`src/rtl/srp_pkg.sv`:
```
// Shared types and constants for the S-record line parser.
package srp_pkg;

  localparam logic [7:0] CharS  = 8'h53;
  localparam logic [7:0] CharCr = 8'h0D;

  localparam logic [2:0] KIND_DATA   = 3'd0;
  localparam logic [2:0] KIND_DONE   = 3'd1;
  localparam logic [2:0] KIND_HEADER = 3'd2;
  localparam logic [2:0] KIND_END    = 3'd3;
  localparam logic [2:0] KIND_BAD    = 3'd4;

  typedef struct packed {
    logic       is_cr;
    logic       is_s;
    logic       is_digit;
    logic [3:0] digit;
    logic       is_hex;
    logic [3:0] hex;
  } char_class_t;

  typedef struct packed {
    logic [2:0]  kind;
    logic [7:0]  data_byte;
    logic [31:0] byte_address;
    logic [7:0]  record_length;
    logic [3:0]  record_kind;
    logic [31:0] total_bytes;
  } result_t;

endpackage

```
`src/rtl/srp_char_class.sv`:
```
// Character classifier: record markers, decimal digits and hex digits.
module srp_char_class
  import srp_pkg::*;
(
  input  logic [7:0]  char_i,
  output char_class_t cls_o
);

  always_comb begin
    cls_o          = '0;
    cls_o.is_cr    = (char_i == CharCr);
    cls_o.is_s     = (char_i == CharS);
    cls_o.is_digit = char_i inside {[8'h30:8'h39]};
    cls_o.digit    = char_i[3:0];
    if (char_i inside {[8'h30:8'h39]}) begin
      cls_o.is_hex = 1'b1;
      cls_o.hex    = char_i[3:0];
    end else if (char_i inside {[8'h41:8'h46], [8'h61:8'h66]}) begin
      // 'A'..'F' and 'a'..'f' share the low three bits: 1..6
      cls_o.is_hex = 1'b1;
      cls_o.hex    = char_i[3:0] + 4'd9;
    end
  end

endmodule

```
`src/rtl/srp_parse_core.sv`:
```
// Record state machine: decodes fields and forms at most one result per transaction.
module srp_parse_core
  import srp_pkg::*;
(
  input  logic       clk_i,
  input  logic       rst_ni,
  input  logic       accept_i,
  input  logic [7:0] char_i,
  output logic       res_valid_o,
  output result_t    res_o
);

  localparam logic [2:0] PH_START = 3'd0;
  localparam logic [2:0] PH_TYPE  = 3'd1;
  localparam logic [2:0] PH_COUNT = 3'd2;
  localparam logic [2:0] PH_ADDR  = 3'd3;
  localparam logic [2:0] PH_DATA  = 3'd4;
  localparam logic [2:0] PH_TAIL  = 3'd5;
  localparam logic [2:0] PH_SKIP  = 3'd6;

  char_class_t cls;

  logic [2:0]  phase_q, phase_d;
  logic [3:0]  type_q, type_d;
  logic [7:0]  count_q, count_d;
  logic [31:0] addr_q, addr_d;
  logic [3:0]  high_q, high_d;
  logic [2:0]  pos_q, pos_d;
  logic [7:0]  index_q, index_d;
  logic [31:0] total_q, total_d;
  logic        bad_q, bad_d;

  logic [7:0]  count_next;
  logic [7:0]  needed;
  logic [7:0]  needed_next;

  srp_char_class u_char_class (
    .char_i (char_i),
    .cls_o  (cls)
  );

  assign count_next  = {count_q[3:0], cls.hex};
  // address bytes are type + 1, plus one checksum byte
  assign needed      = count_q - {4'b0, type_q} - 8'd2;
  assign needed_next = needed;

  always_comb begin
    phase_d     = phase_q;
    type_d      = type_q;
    count_d     = count_q;
    addr_d      = addr_q;
    high_d      = high_q;
    pos_d       = pos_q;
    index_d     = index_q;
    total_d     = total_q;
    bad_d       = bad_q;
    res_valid_o = 1'b0;
    res_o             = '0;
    res_o.record_kind = type_q;

    if (accept_i) begin
      if (cls.is_cr) begin
        res_valid_o = 1'b1;
        if (bad_q) begin
          res_o.kind = KIND_BAD;
        end else if (phase_q == PH_SKIP && type_q == 4'd0) begin
          res_o.kind = KIND_HEADER;
        end else if (phase_q == PH_SKIP && type_q == 4'd7) begin
          res_o.kind        = KIND_END;
          res_o.total_bytes = total_q;
        end else if (phase_q == PH_TAIL) begin
          res_o.kind          = KIND_DONE;
          res_o.record_length = index_q;
          total_d             = total_q + {24'b0, index_q};
        end else begin
          res_o.kind = KIND_BAD;
        end
        phase_d = PH_START;
        type_d  = '0;
        count_d = '0;
        addr_d  = '0;
        high_d  = '0;
        pos_d   = '0;
        index_d = '0;
        bad_d   = 1'b0;
      end else begin
        case (phase_q)
          PH_START: begin
            if (cls.is_s) begin
              phase_d = PH_TYPE;
            end else begin
              bad_d   = 1'b1;
              phase_d = PH_SKIP;
            end
          end
          PH_TYPE: begin
            if (cls.is_digit) begin
              type_d = cls.digit;
              if (cls.digit == 4'd0 || cls.digit == 4'd7) begin
                phase_d = PH_SKIP;
              end else if (cls.digit inside {[4'd1:4'd3]}) begin
                phase_d = PH_COUNT;
              end else begin
                bad_d   = 1'b1;
                phase_d = PH_SKIP;
              end
            end else begin
              bad_d   = 1'b1;
              phase_d = PH_SKIP;
            end
          end
          PH_TAIL, PH_SKIP: begin
          end
          default: begin
            if (!cls.is_hex) begin
              bad_d   = 1'b1;
              phase_d = PH_SKIP;
            end else if (phase_q == PH_COUNT) begin
              count_d = count_next;
              if (pos_q == 3'd1) begin
                pos_d = '0;
                if (count_next < {4'b0, type_q} + 8'd2) begin
                  bad_d   = 1'b1;
                  phase_d = PH_SKIP;
                end else begin
                  phase_d = PH_ADDR;
                end
              end else begin
                pos_d = pos_q + 3'd1;
              end
            end else if (phase_q == PH_ADDR) begin
              addr_d = {addr_q[27:0], cls.hex};
              if ({1'b0, pos_q} + 4'd1 == {type_q[2:0], 1'b0} + 4'd2) begin
                pos_d   = '0;
                phase_d = (needed_next == 8'd0) ? PH_TAIL : PH_DATA;
              end else begin
                pos_d = pos_q + 3'd1;
              end
            end else if (phase_q == PH_DATA) begin
              if (pos_q == 3'd0) begin
                high_d = cls.hex;
                pos_d  = 3'd1;
              end else begin
                res_valid_o        = 1'b1;
                res_o.kind         = KIND_DATA;
                res_o.data_byte    = {high_q, cls.hex};
                res_o.byte_address = addr_q + {24'b0, index_q};
                pos_d              = '0;
                index_d            = index_q + 8'd1;
                if ({1'b0, index_q} + 9'd1 >= {1'b0, needed}) begin
                  phase_d = PH_TAIL;
                end
              end
            end
          end
        endcase
      end
    end
  end

  always_ff @(posedge clk_i or negedge rst_ni) begin
    if (!rst_ni) begin
      phase_q <= PH_START;
      type_q  <= '0;
      count_q <= '0;
      addr_q  <= '0;
      high_q  <= '0;
      pos_q   <= '0;
      index_q <= '0;
      total_q <= '0;
      bad_q   <= 1'b0;
    end else begin
      phase_q <= phase_d;
      type_q  <= type_d;
      count_q <= count_d;
      addr_q  <= addr_d;
      high_q  <= high_d;
      pos_q   <= pos_d;
      index_q <= index_d;
      total_q <= total_d;
      bad_q   <= bad_d;
    end
  end

endmodule

```
`src/rtl/srp_out_buf.sv`:
```
// Two-entry output register with skid slot for result transactions.
module srp_out_buf
  import srp_pkg::*;
(
  input  logic    clk_i,
  input  logic    rst_ni,
  input  logic    push_i,
  input  result_t push_data_i,
  output logic    full_o,
  output logic    out_valid_o,
  input  logic    out_stall_i,
  output result_t out_data_o
);

  logic    main_valid_q, main_valid_d;
  logic    skid_valid_q, skid_valid_d;
  result_t main_q, main_d;
  result_t skid_q, skid_d;
  logic    pop;

  assign pop         = main_valid_q && !out_stall_i;
  assign full_o      = skid_valid_q;
  assign out_valid_o = main_valid_q;
  assign out_data_o  = main_q;

  always_comb begin
    main_valid_d = main_valid_q;
    skid_valid_d = skid_valid_q;
    main_d       = main_q;
    skid_d       = skid_q;
    if (pop || !main_valid_q) begin
      if (skid_valid_q) begin
        main_d       = skid_q;
        main_valid_d = 1'b1;
        skid_valid_d = push_i;
        skid_d       = push_data_i;
      end else begin
        main_d       = push_data_i;
        main_valid_d = push_i;
      end
    end else if (push_i) begin
      skid_d       = push_data_i;
      skid_valid_d = 1'b1;
    end
  end

  always_ff @(posedge clk_i or negedge rst_ni) begin
    if (!rst_ni) begin
      main_valid_q <= 1'b0;
      skid_valid_q <= 1'b0;
    end else begin
      main_valid_q <= main_valid_d;
      skid_valid_q <= skid_valid_d;
    end
  end

  always_ff @(posedge clk_i) begin
    main_q <= main_d;
    skid_q <= skid_d;
  end

endmodule

```
`src/rtl/srecord_line_parser.sv`:
```
// Top level of the S-record line parser.
//
//   channel | direction | handshake              | payload
//   --------+-----------+------------------------+---------------------------------
//   in      | input     | in_valid_i / in_stall_o  | char_in_i
//   out     | output    | out_valid_o / out_stall_i | kind_o, data_byte_o,
//           |           |                        | byte_address_o, record_length_o,
//           |           |                        | record_kind_o, total_bytes_o
//
// One character per cycle while in_stall_o is low; results are registered.
// The record state machine updates in the cycle of the transaction.
// in_stall_o rises only when both output slots hold unread results.
// Reset clears the record state, the running total and both output slots.
module srecord_line_parser
  import srp_pkg::*;
(
  input  logic        clk_i,
  input  logic        rst_ni,
  input  logic        in_valid_i,
  output logic        in_stall_o,
  input  logic [7:0]  char_in_i,
  output logic        out_valid_o,
  input  logic        out_stall_i,
  output logic [2:0]  kind_o,
  output logic [7:0]  data_byte_o,
  output logic [31:0] byte_address_o,
  output logic [7:0]  record_length_o,
  output logic [3:0]  record_kind_o,
  output logic [31:0] total_bytes_o
);

  logic    accept;
  logic    res_valid;
  result_t res;
  result_t out_data;
  logic    full;

  assign in_stall_o = full;
  assign accept     = in_valid_i && !full;

  srp_parse_core u_core (
    .clk_i       (clk_i),
    .rst_ni      (rst_ni),
    .accept_i    (accept),
    .char_i      (char_in_i),
    .res_valid_o (res_valid),
    .res_o       (res)
  );

  srp_out_buf u_out_buf (
    .clk_i       (clk_i),
    .rst_ni      (rst_ni),
    .push_i      (res_valid),
    .push_data_i (res),
    .full_o      (full),
    .out_valid_o (out_valid_o),
    .out_stall_i (out_stall_i),
    .out_data_o  (out_data)
  );

  assign kind_o          = out_data.kind;
  assign data_byte_o     = out_data.data_byte;
  assign byte_address_o  = out_data.byte_address;
  assign record_length_o = out_data.record_length;
  assign record_kind_o   = out_data.record_kind;
  assign total_bytes_o   = out_data.total_bytes;

endmodule
```
`config.mk`:
```
export PLATFORM = sky130hd
export DESIGN_NAME = srecord_line_parser
export DESIGN_NICKNAME = d
export VERILOG_FILES = /design/src/rtl/srp_pkg.sv /design/src/rtl/srp_char_class.sv /design/src/rtl/srp_parse_core.sv /design/src/rtl/srp_out_buf.sv /design/src/rtl/srecord_line_parser.sv
export SDC_FILE = /design/constraint.sdc
export NUM_CORES = 1
export LEC_CHECK = 0
export ABC_AREA = 1
export BUFFER_PORTS_ARGS = -buffer_cell sky130_fd_sc_hd__buf_2
export CAP_MARGIN = 40
export CORE_MARGIN = 5
export CORE_UTILIZATION = 60
export CTS_CLUSTER_DIAMETER = 40
export DETAILED_ROUTE_END_ITERATION = 10
export PLACE_DENSITY = 0.8
export SYNTH_ARGS = -nofsm -noshare
export SYNTH_HDL_FRONTEND = slang
export SYNTH_SLANG_ARGS = --single-unit
```
`constraint.sdc`:
```
create_clock -name clk_i -period 20 [get_ports clk_i]
set_clock_uncertainty 0.1 [all_clocks]
set_input_delay 6 -clock clk_i [delete_from_list [all_inputs] [get_ports clk_i]]
set_output_delay 6 -clock clk_i [all_outputs]
set_load 0.005 [all_outputs]
```
==> summary.txt <==
Cells and area
  – Diode count: 0
  – Layout fillers: 1578
  – Area grow syn2layout: 15.7%
  – Area occupied by multi-input gates: 0.00506 mm²
  – FF+latch area: 0.00765 mm²
  – Layout Nets: 1624
  – Share of cells above drive strength 1: 14.0%

Clocking
  – Hold Buf Count CTS: 0
  – CTS Root Cell: clkbuf_16
  – CTS Sinks: 271
  – Clk Latency, worst-skew pair: 0.51 ns
  – CTS tree: done
  – Post-CTS Setup Inserts: 0
  – Clk slew on worst S/H paths: 0.05 ns
  – CTS buffer count: 37
  – H-tree levels: 2
  – Post-cts gate resize count: 0
  – CTS max path bufs: 3

Synth
  – Commonest cells in the netlist: nand2_1, edfxtp_1, nor2_1
  – Dominant cells by area after synthesis: edfxtp_1, dfrtp_1, nand2_1
  – Syn_area_per_cell: 9.28 µm²
  – Cell count after synthesis: 1454
  – Synth top area share: 38.7%
  – EDFF count, synth: 174
  – Number of synthesis warnings: 0
  – Post-synth top area cell: edfxtp_1
  – Async SR Flop Fraction: 35.8%
  – Post-synthesis register bit count: 271
  – Synthesized Nets: 1515
  – Seq/Total Area, Yosys: 56.7%
  – Ys flop type: edfxtp_1
  – Distinct cell type count after synthesis: 47
  – Most common cell in the netlist: nand2_1
  – Cell area after synthesis: 0.0135 mm²

Hold path
  – Hold_sp: u_core.high_q[2]
  – HP Class: reg2reg
  – WHS Endpoint: u_core.high_q[2]
  – Hold Path Depth: 2

Detailed routing
  – Routed via count: 10400
  – Drt pass-1 iters: 6
  – DR WL/cell: 16.4 µm
  – Drt first-iter violations: 993
  – Avg Vias per Cell: 5.57
  – DRC Markers: 0
  – Antenna-violating nets left: 0
  – Total wire length: 30700 µm

Setup path
  – Critical R2R Capture: u_out_buf.skid_q[67]
  – Startpoint Class: primary input
  – RR Startpoint: u_core.phase_q[1]
  – Worst endpoint required time: 20.04 ns
  – Arrival time worst endpoint: 9.07 ns
  – CP Capture Type: flip-flop
  – CP Max Fanout: 51
  – CP Class: in2reg
  – Reg2reg path depth: 9
  – R2r setup slk: 16.35 ns

STA
  – Actual slew at the worst max-slew pin: 0.917 ns
  – Final worst slack: 10.97 ns
  – Final Cycle Share: 45.2%
  – Fmax: 0.111 GHz
  – Min cycle time layout: 9.03 ns
  – Max-Slew Margin vs Limit: 38.7%
  – Final Setup Violations: 0
  – Slew Viols, Final: 0
  – Endpoints failing hold: 0
  – Unrepaired setup endpoints after global routing: false
  – TNS Setup: 0 ns

Die
  – Die area: 0.0256 mm²
  – DIE WIDTH: 160 µm
  – Site Rows: 54
  – Core area: 0.0220 mm²
  – Die Y: 160 µm
  – Starting density of the core: 61.4%
  – IO Pins: 101

Global route
  – Gr ovfl total: 0
  – GRT Total Usage: 23.9%
  – First-pass GRT wire length: 50600 µm
  – Antenna violations before repair: 0
  – Largest net degree at the start of global routing: 67
  – Vias in the first global route: 10200

Place
  – Dpl hpwl: 21400 µm
  – Place WS: 10.47 ns
  – Port Buffers: 100
  – Routability-driven placement congestion ratio: 0.943

Job
  – Max_cap viols: 0

Run status
  – Status: complete, no violations

Pwr
  – Worst vdd ir: 0.0730 mV
  – Power density cells: 111 mW/mm²
  – Pleak: 7.17 nW
  – Pwr Total: 1.73 mW
-- sequential cells by signal, summed over array words and instances, names as in the netlist, 3 cells and up --
signal                cells
u_core.type_q             4
u_out_buf.out_data_o     87
u_out_buf.skid_q         87
u_core.high_q             4
u_core.count_q            8
u_core.pos_q              3
u_core.phase_q            3
u_core.addr_q            32
u_core.total_q           32
u_core.index_q            8
-- layout make-up --
class | count | share of cell area (%)
Sequential cell | 271 | 49.0
Timing Repair Buffer | 110 | 4.09
Inverter | 169 | 4.07
Tap cell | 280 | 2.24
Multi-Input combinational cell | 974 | 32.4
Clock inverter | 25 | 1.67
Clock buffer | 43 | 6.47
-- metrics by stage --
| stage | instances | utilization, % | hold slack (ns) | cell area [µm²] |
|---|---|---|---|---|
| final | 1872 | 71.1 | 0.385 | 15600 |
| after global routing | 1872 | 71.1 | 0.421 | 15600 |
| after CTS | 1872 | 71.1 | 0.389 | 15600 |
| after detailed placement | 1804 | 65.3 | 0.369 | 14300 |
| after global placement | 1801 | 64.9 | 0.364 | 14300 |
| after floorplan | 1454 | - | 0.346 | 13500 |
-- power breakdown --
| part | leakage [nW] | switching, mW | internal (mW) |
|---|---|---|---|
| clock | 0.616 | 0.254 | 0.409 |
| sequential | 3.21 | 0.0598 | 0.638 |
| combinational | 3.35 | 0.243 | 0.128 |
-- cell families (layout without fill, tap and decap cells) --
logic type	count (synthesis)	in the layout	synth area share, %
AO/OA/AOI/OAI	207	207	8.47
XOR/XNOR	42	42	2.73
adder cells (fa/ha/maj)	49	49	4.71
buffers and inverters	209	347	5.90
flip-flops	271	271	56.7
multiplexers	2	2	0.167
AND/OR/NAND/NOR	674	674	21.3
-- placed cells by master (no fill, tap or decap), types with 6 or more instances in the layout --
cell         n
nand2_1    344
nand3_1     87
buf_4        8
buf_2       99
nor2_1     167
o21ai_1      8
xor2_1      29
edfxtp_1   174
ha_1        46
nor3_1      25
o22ai_1      6
clkbuf_16   39
inv_1      156
nand4_1     12
dfrtp_1     96
xnor2_1     13
a21oi_1     28
o21ai_0    139
inv_2       11
-- critical path: stages --
cell	delay (ns)
buf_2	0.11
inv_1	0.11
ha_1	0.26
o21ai_1	0.09
nand2_1	0.08
nand2_1	0.14
nand2_2	0.15
nand3_1	0.08
buf_4	0.26
inv_2	0.41
nor2_1	0.22
o21ai_4	0.43
buf_4	0.66
-- how the worst max path moves through the flow --
stage                 startpoint              endpoint  slack, ns  cells after the start
finish              char_in_i[1]  u_out_buf.skid_q[67]      10.97                     13
global route        char_in_i[1]  u_out_buf.skid_q[65]      10.72                     13
CTS                 char_in_i[1]  u_out_buf.skid_q[32]      10.98                     13
detailed placement  char_in_i[1]  u_out_buf.skid_q[64]      10.47                     13
global placement    char_in_i[1]  u_out_buf.skid_q[64]      10.04                     13
floorplan            out_stall_i   u_out_buf.skid_q[0]       4.85                      2
-- layer usage --
layer	vias to the layer above	routed length (µm)	part of all wire (%)	track usage, %
met1	4890	12900	42	31.6
met2	396	14900	49	40.7
met5	-	0	0	0
met4	0	806	2.6	7.04
met3	74	2010	6.5	4.33
li1	5067	-	-	-
Power figures use the tool's default switching activity.
